[config.mk]
export PLATFORM = sky130hd
export DESIGN_NAME = grid_bfs_distance
export DESIGN_NICKNAME = d
export VERILOG_FILES = /design/src/sv/gbd_pkg.sv /design/src/sv/gbd_cfg.sv /design/src/sv/gbd_queue_mem.sv /design/src/sv/gbd_search.sv /design/src/sv/grid_bfs_distance.sv
export SDC_FILE = /design/constraint.sdc
export NUM_CORES = 1
export LEC_CHECK = 0
export ABC_AREA = 1
export BUFFER_PORTS_ARGS = -buffer_cell sky130_fd_sc_hd__buf_4
export CORE_MARGIN = 2
export CORE_UTILIZATION = 50
export CTS_CLUSTER_DIAMETER = 60
export DETAILED_ROUTE_END_ITERATION = 10
export GPL_TIMING_DRIVEN = 0
export PLACE_DENSITY_LB_ADDON = 0.3
export SLEW_MARGIN = 20
export SYNTH_ARGS = -nofsm -noshare
export SYNTH_HDL_FRONTEND = slang
export SYNTH_SLANG_ARGS = --single-unit
export TNS_END_PERCENT = 5
[constraint.sdc]
create_clock -name clk -period 7 [get_ports clk]
set_input_delay 1.05 -clock clk [delete_from_list [all_inputs] [get_ports clk]]
set_output_delay 1.05 -clock clk [all_outputs]
set_load 0.005 [all_outputs]
[src/sv/gbd_pkg.sv]
// Shared types and constants for the grid breadth-first distance search.
// Holds field types, the queue entry and result layouts, and the neighbor step table.
// No dependencies.
package gbd_pkg;

  typedef logic [2:0] row_t;
  typedef logic [2:0] col_t;
  typedef logic [3:0] dist_t;
  typedef logic [3:0] dim_t;

  // Grid size in use, already saturated to the build limits
  typedef struct packed {
    dim_t rows;
    dim_t cols;
  } dims_t;

  // One queue entry: cell coordinates and its distance from the start
  typedef struct packed {
    row_t  row;
    col_t  col;
    dist_t steps;
  } entry_t;

  // One result item
  typedef struct packed {
    row_t  row;
    col_t  col;
    dist_t steps;
    logic  last;
    logic  invalid;
  } result_t;

  // Neighbor order: right, left, up, down
  localparam logic [1:0] DIR_RIGHT = 2'd0;
  localparam logic [1:0] DIR_LEFT  = 2'd1;
  localparam logic [1:0] DIR_UP    = 2'd2;
  localparam logic [1:0] DIR_DOWN  = 2'd3;

  // Row step per direction, two's complement
  function automatic logic [1:0] dir_dr(input logic [1:0] dir);
    logic [1:0] res;
    case (dir)
      DIR_UP:   res = 2'b11;
      DIR_DOWN: res = 2'b01;
      default:  res = 2'b00;
    endcase
    return res;
  endfunction

  // Column step per direction, two's complement
  function automatic logic [1:0] dir_dc(input logic [1:0] dir);
    logic [1:0] res;
    case (dir)
      DIR_RIGHT: res = 2'b01;
      DIR_LEFT:  res = 2'b11;
      default:   res = 2'b00;
    endcase
    return res;
  endfunction

endpackage

[src/sv/gbd_cfg.sv]
// Configuration registers (grid rows and columns) behind a simple APB-style port.
// Produces the saturated grid size for the search engine. Uses gbd_pkg.
module gbd_cfg #(
  parameter int MAX_ROWS = 8,
  parameter int MAX_COLS = 8
) (
  input  logic                 clk,
  input  logic                 rst_n,
  input  logic                 psel,
  input  logic                 penable,
  input  logic                 pwrite,
  input  logic [2:0]           paddr,
  input  logic [31:0]          pwdata,
  output logic [31:0]          prdata,
  output logic                 pready,
  output gbd_pkg::dims_t       dims
);

  localparam logic ADDR_ROWS = 1'b0;
  localparam logic ADDR_COLS = 1'b1;
  localparam gbd_pkg::dim_t ROWS_CAP = gbd_pkg::dim_t'(MAX_ROWS);
  localparam gbd_pkg::dim_t COLS_CAP = gbd_pkg::dim_t'(MAX_COLS);

  gbd_pkg::dim_t rows_r, rows_nxt;
  gbd_pkg::dim_t cols_r, cols_nxt;
  logic          wr_en;

  assign pready = 1'b1;
  assign wr_en  = psel & penable & pwrite;

  // Register write decode on the word address
  always_comb begin
    rows_nxt = rows_r;
    cols_nxt = cols_r;
    if (wr_en) begin
      case (paddr[2])
        ADDR_ROWS: rows_nxt = pwdata[3:0];
        ADDR_COLS: cols_nxt = pwdata[3:0];
        default:   rows_nxt = rows_r;
      endcase
    end
  end

  always_ff @(posedge clk) begin
    if (!rst_n) begin
      rows_r <= 4'd8;
      cols_r <= 4'd8;
    end else begin
      rows_r <= rows_nxt;
      cols_r <= cols_nxt;
    end
  end

  // Read back the stored values
  always_comb begin
    case (paddr[2])
      ADDR_ROWS: prdata = {28'd0, rows_r};
      ADDR_COLS: prdata = {28'd0, cols_r};
      default:   prdata = 32'd0;
    endcase
  end

  // Sizes above the build limits saturate
  assign dims.rows = (rows_r > ROWS_CAP) ? ROWS_CAP : rows_r;
  assign dims.cols = (cols_r > COLS_CAP) ? COLS_CAP : cols_r;

endmodule

[src/sv/gbd_queue_mem.sv]
// Cell queue memory: one write port and one registered read port.
// Each entry holds a cell and its distance. Uses gbd_pkg.
module gbd_queue_mem #(
  parameter int DEPTH = 64,
  parameter int AW    = 6
) (
  input  logic              clk,
  input  logic              we,
  input  logic [AW-1:0]     waddr,
  input  gbd_pkg::entry_t   wdata,
  input  logic              re,
  input  logic [AW-1:0]     raddr,
  output gbd_pkg::entry_t   rdata
);

  gbd_pkg::entry_t mem [DEPTH];
  gbd_pkg::entry_t rdata_r;

  always_ff @(posedge clk) begin
    if (we) begin
      mem[waddr] <= wdata;
    end
  end

  // Read data holds until the next read
  always_ff @(posedge clk) begin
    if (re) begin
      rdata_r <= mem[raddr];
    end
  end

  assign rdata = rdata_r;

endmodule

[src/sv/gbd_search.sv]
// Search engine: sequencer for start, visited-map clear, dequeue, four neighbor probes and result.
// Owns the visited map memory and queue pointers, drives the queue memory. Uses gbd_pkg.
module gbd_search #(
  parameter int MAX_COLS = 8,
  parameter int CELLS    = 64,
  parameter int AW       = 6,
  parameter int PW       = 7
) (
  input  logic              clk,
  input  logic              rst_n,
  input  gbd_pkg::dims_t    dims,
  input  logic              in_valid,
  output logic              in_ready,
  input  gbd_pkg::row_t     start_row,
  input  gbd_pkg::col_t     start_col,
  output logic              mem_we,
  output logic [AW-1:0]     mem_waddr,
  output gbd_pkg::entry_t   mem_wdata,
  output logic              mem_re,
  output logic [AW-1:0]     mem_raddr,
  input  gbd_pkg::entry_t   mem_rdata,
  output logic              out_valid,
  input  logic              out_ready,
  output gbd_pkg::result_t  out_res
);

  localparam logic [2:0] S_IDLE = 3'd0;
  localparam logic [2:0] S_INV  = 3'd1;
  localparam logic [2:0] S_CLR  = 3'd2;
  localparam logic [2:0] S_RD   = 3'd3;
  localparam logic [2:0] S_NB   = 3'd4;
  localparam logic [2:0] S_CHK  = 3'd5;
  localparam logic [2:0] S_EMIT = 3'd6;

  localparam logic [PW-1:0] PTR_FULL = PW'(CELLS);
  localparam logic [AW-1:0] CLR_LAST = AW'(CELLS - 1);

  logic [2:0]        state_r, state_nxt;
  logic [PW-1:0]     head_r, head_nxt;
  logic [PW-1:0]     tail_r, tail_nxt;
  logic [1:0]        dir_r, dir_nxt;
  logic              out_valid_r, out_valid_nxt;
  gbd_pkg::result_t  out_res_r, out_res_nxt;
  gbd_pkg::row_t     srow_r, srow_nxt;
  gbd_pkg::col_t     scol_r, scol_nxt;
  logic [AW-1:0]     clr_r, clr_nxt;
  logic              chk_r, chk_nxt;
  logic              chk_in_r, chk_in_nxt;
  logic [AW-1:0]     chk_idx_r, chk_idx_nxt;
  gbd_pkg::row_t     chk_row_r, chk_row_nxt;
  gbd_pkg::col_t     chk_col_r, chk_col_nxt;

  // Visited map memory
  logic              vis_mem [CELLS];
  logic              vis_rd_r;
  logic              vis_we;
  logic [AW-1:0]     vis_waddr;
  logic              vis_wdata;
  logic              vis_re;
  logic [AW-1:0]     vis_raddr;

  logic              out_free;
  logic              start_bad;
  logic [AW-1:0]     start_idx;
  logic [1:0]        dr, dc;
  logic [4:0]        nrow, ncol;
  logic              nb_in;
  logic [AW-1:0]     nb_idx;
  logic              chk_take;
  logic [PW-1:0]     head_inc;

  assign out_free = !out_valid_r || out_ready;
  assign in_ready = (state_r == S_IDLE);

  // Start cell checks
  assign start_bad = ({1'b0, start_row} >= dims.rows) || ({1'b0, start_col} >= dims.cols);
  assign start_idx = AW'(int'(srow_r) * MAX_COLS + int'(scol_r));

  // Neighbor of the dequeued cell in the current direction
  assign dr     = gbd_pkg::dir_dr(dir_r);
  assign dc     = gbd_pkg::dir_dc(dir_r);
  assign nrow   = {2'b00, mem_rdata.row} + {{3{dr[1]}}, dr};
  assign ncol   = {2'b00, mem_rdata.col} + {{3{dc[1]}}, dc};
  assign nb_in  = !nrow[4] && (nrow[3:0] < dims.rows) && !ncol[4] && (ncol[3:0] < dims.cols);
  assign nb_idx = AW'(int'(nrow[2:0]) * MAX_COLS + int'(ncol[2:0]));

  // Probe from the previous cycle: visited bit is now on the memory output
  assign chk_take = chk_r && chk_in_r && !vis_rd_r && (tail_r < PTR_FULL);
  assign head_inc = head_r + PW'(1);

  always_comb begin
    state_nxt     = state_r;
    head_nxt      = head_r;
    tail_nxt      = tail_r;
    dir_nxt       = dir_r;
    out_valid_nxt = out_valid_r;
    out_res_nxt   = out_res_r;
    srow_nxt      = srow_r;
    scol_nxt      = scol_r;
    clr_nxt       = clr_r;
    chk_nxt       = 1'b0;
    chk_in_nxt    = chk_in_r;
    chk_idx_nxt   = chk_idx_r;
    chk_row_nxt   = chk_row_r;
    chk_col_nxt   = chk_col_r;
    mem_we        = 1'b0;
    mem_waddr     = tail_r[AW-1:0];
    mem_wdata     = '0;
    mem_re        = 1'b0;
    mem_raddr     = head_r[AW-1:0];
    vis_we        = 1'b0;
    vis_waddr     = chk_idx_r;
    vis_wdata     = 1'b1;
    vis_re        = 1'b0;
    vis_raddr     = nb_idx;

    // Output register drains when taken
    if (out_valid_r && out_ready) begin
      out_valid_nxt = 1'b0;
    end

    // Enqueue a neighbor not seen yet
    if (chk_take) begin
      mem_we          = 1'b1;
      mem_waddr       = tail_r[AW-1:0];
      mem_wdata.row   = chk_row_r;
      mem_wdata.col   = chk_col_r;
      mem_wdata.steps = mem_rdata.steps + 4'd1;
      vis_we          = 1'b1;
      vis_waddr       = chk_idx_r;
      vis_wdata       = 1'b1;
      tail_nxt        = tail_r + PW'(1);
    end

    case (state_r)
      S_IDLE: begin
        if (in_valid) begin
          srow_nxt    = start_row;
          scol_nxt    = start_col;
          head_nxt    = '0;
          tail_nxt    = '0;
          if (start_bad) begin
            state_nxt = S_INV;
          end else begin
            mem_we          = 1'b1;
            mem_waddr       = '0;
            mem_wdata.row   = start_row;
            mem_wdata.col   = start_col;
            mem_wdata.steps = '0;
            tail_nxt        = PW'(1);
            clr_nxt         = '0;
            state_nxt       = S_CLR;
          end
        end
      end
      S_INV: begin
        if (out_free) begin
          out_valid_nxt       = 1'b1;
          out_res_nxt.row     = srow_r;
          out_res_nxt.col     = scol_r;
          out_res_nxt.steps   = '0;
          out_res_nxt.last    = 1'b1;
          out_res_nxt.invalid = 1'b1;
          state_nxt           = S_IDLE;
        end
      end
      S_CLR: begin
        // Clear the visited map one entry per cycle, marking the start cell
        vis_we    = 1'b1;
        vis_waddr = clr_r;
        vis_wdata = (clr_r == start_idx);
        clr_nxt   = clr_r + AW'(1);
        if (clr_r == CLR_LAST) begin
          state_nxt = S_RD;
        end
      end
      S_RD: begin
        mem_re    = 1'b1;
        mem_raddr = head_r[AW-1:0];
        dir_nxt   = gbd_pkg::DIR_RIGHT;
        state_nxt = S_NB;
      end
      S_NB: begin
        // Read the visited bit of one neighbor per cycle, checked next cycle
        vis_re      = 1'b1;
        vis_raddr   = nb_idx;
        chk_nxt     = 1'b1;
        chk_in_nxt  = nb_in;
        chk_idx_nxt = nb_idx;
        chk_row_nxt = nrow[2:0];
        chk_col_nxt = ncol[2:0];
        dir_nxt     = dir_r + 2'd1;
        if (dir_r == gbd_pkg::DIR_DOWN) begin
          state_nxt = S_CHK;
        end
      end
      S_CHK: begin
        // Last neighbor check happens in this cycle
        state_nxt = S_EMIT;
      end
      S_EMIT: begin
        // Result for the dequeued cell, and fetch of the next one
        if (out_free) begin
          out_valid_nxt       = 1'b1;
          out_res_nxt.row     = mem_rdata.row;
          out_res_nxt.col     = mem_rdata.col;
          out_res_nxt.steps   = mem_rdata.steps;
          out_res_nxt.last    = (head_inc == tail_r);
          out_res_nxt.invalid = 1'b0;
          head_nxt            = head_inc;
          mem_re              = 1'b1;
          mem_raddr           = head_inc[AW-1:0];
          dir_nxt             = gbd_pkg::DIR_RIGHT;
          state_nxt           = (head_inc == tail_r) ? S_IDLE : S_NB;
        end
      end
      default: begin
        state_nxt = S_IDLE;
      end
    endcase
  end

  always_ff @(posedge clk) begin
    if (!rst_n) begin
      state_r     <= S_IDLE;
      head_r      <= '0;
      tail_r      <= '0;
      dir_r       <= '0;
      out_valid_r <= 1'b0;
      clr_r       <= '0;
      chk_r       <= 1'b0;
    end else begin
      state_r     <= state_nxt;
      head_r      <= head_nxt;
      tail_r      <= tail_nxt;
      dir_r       <= dir_nxt;
      out_valid_r <= out_valid_nxt;
      clr_r       <= clr_nxt;
      chk_r       <= chk_nxt;
    end
  end

  // Payload registers
  always_ff @(posedge clk) begin
    out_res_r <= out_res_nxt;
    srow_r    <= srow_nxt;
    scol_r    <= scol_nxt;
    chk_in_r  <= chk_in_nxt;
    chk_idx_r <= chk_idx_nxt;
    chk_row_r <= chk_row_nxt;
    chk_col_r <= chk_col_nxt;
  end

  // Visited map: one write port, one registered read port
  always_ff @(posedge clk) begin
    if (vis_we) begin
      vis_mem[vis_waddr] <= vis_wdata;
    end
  end

  always_ff @(posedge clk) begin
    if (vis_re) begin
      vis_rd_r <= vis_mem[vis_raddr];
    end
  end

  assign out_valid = out_valid_r;
  assign out_res   = out_res_r;

endmodule

[src/sv/grid_bfs_distance.sv]
// Grid breadth-first distance search, 4-neighbor, open grid; top level.
// Valid start: visited-map clear of every entry, one fetch, then per cell four neighbor probes,
// one check and one result; the next item is taken once the result of the last cell is out.
// Outside start: an invalid result, then the next item is taken. A waiting result holds
// the search.
// Reset is synchronous, active low; the grid size returns to 8x8.
module grid_bfs_distance #(
  parameter int MAX_ROWS = 8,
  parameter int MAX_COLS = 8
) (
  input  logic        clk,
  input  logic        rst_n,
  // Input items
  input  logic        in_tvalid,
  output logic        in_tready,
  input  logic [7:0]  in_tdata,    // [2:0] start_row, [5:3] start_col
  // Result items
  output logic        out_tvalid,
  input  logic        out_tready,
  output logic [15:0] out_tdata,   // [2:0] cell_row, [5:3] cell_col, [9:6] step_distance
  output logic        out_tlast,   // is_last
  output logic        out_tuser,   // [0] start_invalid
  // Configuration
  input  logic        cfg_psel,
  input  logic        cfg_penable,
  input  logic        cfg_pwrite,
  input  logic [2:0]  cfg_paddr,
  input  logic [31:0] cfg_pwdata,
  output logic [31:0] cfg_prdata,
  output logic        cfg_pready
);

  localparam int CELLS = MAX_ROWS * MAX_COLS;
  localparam int AW    = (CELLS > 1) ? $clog2(CELLS) : 1;
  localparam int PW    = $clog2(CELLS + 1);

  gbd_pkg::dims_t   dims;
  logic             mem_we;
  logic [AW-1:0]    mem_waddr;
  gbd_pkg::entry_t  mem_wdata;
  logic             mem_re;
  logic [AW-1:0]    mem_raddr;
  gbd_pkg::entry_t  mem_rdata;
  gbd_pkg::result_t out_res;

  gbd_cfg #(
    .MAX_ROWS (MAX_ROWS),
    .MAX_COLS (MAX_COLS)
  ) u_cfg (
    .clk     (clk),
    .rst_n   (rst_n),
    .psel    (cfg_psel),
    .penable (cfg_penable),
    .pwrite  (cfg_pwrite),
    .paddr   (cfg_paddr),
    .pwdata  (cfg_pwdata),
    .prdata  (cfg_prdata),
    .pready  (cfg_pready),
    .dims    (dims)
  );

  gbd_queue_mem #(
    .DEPTH (CELLS),
    .AW    (AW)
  ) u_queue (
    .clk   (clk),
    .we    (mem_we),
    .waddr (mem_waddr),
    .wdata (mem_wdata),
    .re    (mem_re),
    .raddr (mem_raddr),
    .rdata (mem_rdata)
  );

  gbd_search #(
    .MAX_COLS (MAX_COLS),
    .CELLS    (CELLS),
    .AW       (AW),
    .PW       (PW)
  ) u_search (
    .clk       (clk),
    .rst_n     (rst_n),
    .dims      (dims),
    .in_valid  (in_tvalid),
    .in_ready  (in_tready),
    .start_row (in_tdata[2:0]),
    .start_col (in_tdata[5:3]),
    .mem_we    (mem_we),
    .mem_waddr (mem_waddr),
    .mem_wdata (mem_wdata),
    .mem_re    (mem_re),
    .mem_raddr (mem_raddr),
    .mem_rdata (mem_rdata),
    .out_valid (out_tvalid),
    .out_ready (out_tready),
    .out_res   (out_res)
  );

  // Pack the result item
  assign out_tdata = {6'd0, out_res.steps, out_res.col, out_res.row};
  assign out_tlast = out_res.last;
  assign out_tuser = out_res.invalid;

endmodule

==> results.toml, run 1 <==
[run_status]
status = "completed"

[clock_tree]
clk_pin_slew_ps = 60
cts_buffers = 83
h-tree-depth = 3
cts_root_buf = "clkbuf_16"
insertion_delay_ps = 650
clk_path_buf_depth = 3
cts_tree = "done"
cts.sinks = 775
cts_hold_buf = 0
ctsResizeCount = 0
postCtsSetupRepairBufs = 0

[worst_setup_path]
critical_path_class = "flop to flop"
worst_path_max_delay_cell = "nor2_1"
endpoint = "u_queue.mem[5][2]"
crit_required_ps = 7250
cp-end-kind = "flop"
crit_path_start = "u_cfg.rows_r[3]"
cp.arrival_ps = 4860
r2r_start = "u_cfg.rows_r[3]"
max_stage_delay_ps = 1190
start_kind = "flop"
r2r_slack_ps = 2400
r2r-end = "u_queue.mem[5][2]"
cp_cell_sequence = "inv_1, o21ai_0, ha_1, a21boi_0, o21ai_0, a21oi_1, nor2_1, nand3_1, nand2_1, nand4_1, nor2_1"
rr_worst_depth = 11
cp_max_fo = 10

[layout]
fin_nets = 3760
synthToLayoutAreaGrowth_pct = 13.14
multi_input_area_um2 = 9423
nFillCells = 5928
fin_util_pct = 57.28
seqCellArea_um2 = 22920
drive_gt1_share_pct = 8.894

[synth]
synth_edf_count = 740
synth_flop_cell = "edfxtp_1"
yosys-top-cells-area = "edfxtp_1, nand3_1, nand2_1, inv_1, nor2_1"
synthCells = 3510
syn_area_um2 = 35520
yosys.cell_types.count = 42
ys_seq_area_share_pct = 64.54
synthTopCellsByCount = "edfxtp_1, nand3_1, nand2_1"
syn_avg_cell_area_um2 = 10.12
async_flop_share_pct = 0
ys_ff_latch = 775
synth_top_area_cell = "edfxtp_1"
synthDominantCellAreaShare_pct = 62.57
synth_warnings = 0
synth.most_common_cell = "edfxtp_1"

[power_and_ir_drop]
intPower_mw = 8.562
p_seq_share_pct = 44.3
p_sw_mw = 3.718
p_comb_share_pct = 20.4
peakVddDrop_uv = 325.6
power_mw = 12.28
clockPowerShare_pct = 35.3
power_density_nw_per_um2 = 305.6
p_leak_nw = 16.54
sw_frac_of_total_pct = 30.27

[placed_design]
post-place-ws_ps = 2199
routabilityCongestion = 0.9829
hpwlAfterDp_um = 65570
portBuffers = 34

[die]
die-area_um2 = 73180
initial_utilization_pct = 50.63
rows = 97
core_um2 = 70150
fp.dieH_um = 270.5
die_x_um = 270.5
top_level_ports = 103

[global_route]
grt_max_degree = 53
grt_overflow_total = 0
grt_util_all_layers_pct = 26.23
antenna_found_initial = 0
grt_pass1_vias = 24580
grt_pass1_wl_um = 144500

[timing]
finalClockSkew_ps = 26.24
fin_crit_sh_pct = 65.74
setup_viol = 0
fin_crit_ps = 4601
max_freq_mhz = 217.3
rsz0062_at_grt = "false"
drv_slew = 0
slew-limit-headroom_pct = 22.06
worstMarginPinSlew_ps = 1169
final_hold_viol_count = 0
setup_ws_ps = 2399

[job]
drv_cap = 0

[detailed_routing]
viasPerCell = 5.477
wirelength_um = 96150
vias = 25660
post_drt_wl_per_cell_um = 20.52
post-route-drc-count = 0
ant_nets = 0
first_pass_iters = 8
drtIter0Drc = 2761

[hold_path]
hold_class = "flop to flop"
hold_depth = 2
==> power by group through the flow <==
stage / Sequential (mW) / Combinational [mW] / Clock [mW]
2_1_floorplan: 5.53 / 1.46 / 0
3_3_place_gp: 5.58 / 2.30 / 0
3_5_place_dp: 5.53 / 2.43 / 0
4_1_cts: 5.44 / 2.44 / 4.37
5_1_grt: 5.44 / 2.70 / 4.55
6_report: 5.44 / 2.50 / 4.34
==> cell type report <==
type | instances | area share (%)
diodes | 1 | 0.006227
plain buffers | 203 | 2.563
clock buffers | 103 | 5.483
clock inverters | 48 | 1.161
inverters | 621 | 5.844
multi-input cells | 1944 | 23.45
flip-flops and latches | 775 | 57.04
well taps | 940 | 2.927
repair buffers | 50 | 1.526
==> per-stage QoR <==
step | std cells | TNS [ps] | hold slack, ps | cell area [um^2]
finish | 4685 | 0 | 466.5 | 40180
global route | 4684 | 0 | 488.6 | 40180
CTS | 4684 | 0 | 466.1 | 40180
detailed placement | 4533 | 0 | 457.6 | 37510
global placement | 4517 | -228860 | 452.6 | 37070
floorplan | 3543 | 0 | 443.6 | 35640
==> registers in the layout, indices dropped and copies added, names as in the netlist, 2 cells and up <==
signal	count
u_cfg.cols_r	4
u_cfg.rows_r	4
u_queue.mem	640
u_queue.rdata	10
u_search.chk_col_r	2
u_search.chk_row_r	3
u_search.clr_r	6
u_search.dir_r	2
u_search.head_r	7
u_search.out_res	12
u_search.scol_r	3
u_search.srow_r	3
u_search.state_r	3
u_search.tail_r	7
u_search.vis_mem	64
==> cell usage in the layout (no fill, tap or decap), types with 17 or more instances in the layout <==
| cell type | n |
|---|---|
| clkinv_1 | 19 |
| ha_1 | 30 |
| nand3b_1 | 100 |
| clkbuf_16 | 84 |
| o21ai_0 | 65 |
| a21oi_1 | 31 |
| clkbuf_1 | 94 |
| nor3_1 | 17 |
| buf_4 | 80 |
| edfxtp_1 | 740 |
| buf_2 | 76 |
| nand3_1 | 702 |
| inv_1 | 604 |
| o22ai_1 | 18 |
| nor2_1 | 208 |
| nand2_1 | 643 |
| conb_1 | 35 |
| dfxtp_1 | 35 |
==> worst max-delay path, delay by kind of cell (launching register included) <==
| kind | cells | cell delay [ps] |
|---|---|---|
| AOI/OAI and AO/OA | 4 | 750 |
| and+or+nand+nor | 5 | 2700 |
| adders and majority gates | 1 | 310 |
| DFF | 1 | 330 |
| buffers and inverters | 1 | 120 |
==> worst min path at each step <==
stage | start | to | slack, ps
5_1_grt | u_search.head_r[5] | u_search.head_r[5] | 490
6_report | u_search.head_r[5] | u_search.head_r[5] | 470
3_3_place_gp | u_search.head_r[5] | u_search.head_r[5] | 450
3_5_place_dp | u_search.head_r[5] | u_search.head_r[5] | 460
2_1_floorplan | u_search.head_r[6] | u_search.head_r[6] | 440
4_1_cts | u_search.head_r[5] | u_search.head_r[5] | 470
==> layer usage <==
metal / wire length (um) / GRT usage (%) / up-vias
li1: - / - / 11980
met1: 37600 / 34.01 / 12130
met2: 44440 / 41.86 / 1261
met3: 8578 / 4.704 / 290
met4: 5525 / 14.70 / 0
met5: 0 / 0 / -
==> cell families after synthesis <==
group / synth area share (%)
buffers and inverters: 9.462
DFF: 64.54
other: 0.02115
AOI/OAI and AO/OA: 2.315
adders and majority gates: 1.170
and+or+nand+nor: 22.05
xor gates and xnor gates: 0.4439
(Power assumes the default switching activity.)
==> run 2: changes to the inputs <==
ABC_AREA = 0   (was 1)
clock period = 4.82 ns   (was 7 ns; I/O delays follow)
==> run 2 against run 1 <==
Wire length fell by 13%. Clock skew rose by 7.1 ps. Highest routed layer is now met5. Global-route usage fell by 1.2 points. Fmax rose by 0.34%. Clock-buffer cell count fell by 2. Critical path depth fell by 1.
==> results.toml, run 2 <==
[detailed_routing]
drtIter0Drc = 2727
vias = 20370
viasPerCell = 5.978
first_pass_iters = 6
post-route-drc-count = 0
wirelength_um = 83860
ant_nets = 0
post_drt_wl_per_cell_um = 24.62

[synth]
ys_seq_area_share_pct = 70.82
yosys.cell_types.count = 67
synthTopCellsByCount = "edfxtp_1, nand2_1, nand3_1"
synth_flop_cell = "edfxtp_1"
synth_edf_count = 740
syn_avg_cell_area_um2 = 13.98
synthCells = 2315
async_flop_share_pct = 0
yosys-top-cells-area = "edfxtp_1, nand2_1, mux4_2, nand3_1, dfxtp_1"
synthDominantCellAreaShare_pct = 68.66
synth_warnings = 0
synth.most_common_cell = "edfxtp_1"
ys_ff_latch = 775
syn_area_um2 = 32370
synth_top_area_cell = "edfxtp_1"

[worst_setup_path]
crit_required_ps = 5200
cp_max_fo = 10
crit_path_frequent_cell = "mux4_2"
critical-path-top-delay-family = "multiplexers"
worst_path_max_delay_cell = "clkbuf_1"
cp-end-kind = "flop"
start_kind = "flop"
cp.arrival_ps = 4970
max_stage_delay_ps = 630
crit_buf_inv = 3
critical_path_class = "flop to flop"
cp_cell_sequence = "inv_1, ha_1, or2_2, ha_1, fa_1, clkbuf_1, clkbuf_1, mux4_2, mux4_2, mux4_2"

[clock_tree]
h-tree-depth = 3
cts_hold_buf = 0
ctsResizeCount = 0
cts_root_buf = "clkbuf_16"
clk_pin_slew_ps = 70
postCtsSetupRepairBufs = 0
cts_tree = "done"
cts.sinks = 775
cts_buffers = 80
clk_path_buf_depth = 3
insertion_delay_ps = 660

[layout]
layout_commonest_cell = "edfxtp_1"
largest_reg_flops = 640
fin_util_pct = 57.64
fin_nets = 2570
mostFrequentLayoutCells = "edfxtp_1, nand2_1, nand3_1"
nFillCells = 5008
drive_gt1_share_pct = 14.55
largest_register = "u_queue.mem"
stdcell_area_um2 = 37020
synthToLayoutAreaGrowth_pct = 14.38

[placed_design]
portBuffers = 35
hpwlAfterDp_um = 58240
placed_cell_area_um2 = 34510
routabilityCongestion = 0.9629

[die]
rows = 93
core_um2 = 64230
die-area_um2 = 66780
top_level_ports = 103
die_x_um = 258.4
fp.dieH_um = 258.4
initial_utilization_pct = 50.39

[timing]
fin_crit_ps = 4586
worstMarginPinSlew_ps = 1162
setup_viol = 0
setup_tns_ps = 0
rsz0062_at_grt = "false"
finalClockSkew_ps = 33.38
slew-limit-headroom_pct = 21.82
max_freq_mhz = 218.1
final_hold_viol_count = 0
fin_crit_sh_pct = 95.14
drv_slew = 0
holdWs_ps = 295.2

[hold_path]
hold_class = "primary input to flop"

[power_and_ir_drop]
power_mw = 14.05
p_leak_nw = 12.65
peakVddDrop_uv = 264.5
power_density_nw_per_um2 = 379.6

[global_route]
antenna_found_initial = 4
grt_pass1_wl_um = 123200
grt_pass1_vias = 19560
grt_overflow_total = 0
grt_max_degree = 37
grt_util_all_layers_pct = 25.05

[job]
drv_cap = 0

[run_status]
status = "completed"
-- run 2: worst paths after layout --
kind | from | to | slack (ps) | cells after the start
worst min-delay path | in_tdata[2] | u_search.srow_r[2] | 300 | 1
worst max register to register | u_search.dir_r[0] | u_search.vis_rd_r | 230 | 10
worst max-delay path | u_search.dir_r[0] | u_search.vis_rd_r | 230 | 10
worst min register to register | u_search.tail_r[6] | u_search.tail_r[6] | 540 | 2
-- run 2: layout make-up --
type / count / area [um^2] / area share, %
Sequential cell: 775 / 22920 / 61.91
Multi-Input combinational cell: 1407 / 8841 / 23.88
Clock buffer: 101 / 2112 / 5.705
Tap cell: 855 / 1070 / 2.890
Buffer: 151 / 823.3 / 2.224
Timing Repair Buffer: 58 / 820.8 / 2.217
Clock inverter: 43 / 369.1 / 0.9970
Inverter: 15 / 58.81 / 0.1588
Antenna cell: 2 / 5.005 / 0.01352
-- run 2: cell families after synthesis --
group                    share of synthesized area [%]
other                                          0.02320
multiplexers                                     6.351
adder cells (fa/ha/maj)                          1.283
AND/OR/NAND/NOR                                  13.32
buffers and inverters                            2.725
flip-flops                                       70.82
XOR/XNOR                                         1.144
AO/OA/AOI/OAI                                    4.330
-- run 2: per-stage QoR --
stage                     setup WS, ps  std cells
after floorplan                 -383.5       2348
after global placement           -5526       3238
after detailed placement         114.8       3261
after CTS                        248.0       3405
after global routing             116.4       3405
final                            234.3       3407
-- run 2: where the power goes --
part / internal, mW / total (mW) / switching, mW
clock network: 3.34 / 5.93 / 2.59
logic: 0.236 / 0.670 / 0.433
registers: 7.43 / 7.46 / 0.0226
-- run 2: layer usage --
layer,part of all wire [%],vias up,GRT usage [%]
met5,0.026,-,0
li1,-,8927,-
met3,10,181,5.878
met2,46,1095,39.02
met1,40,10160,34.62
met4,3.1,4,9.281
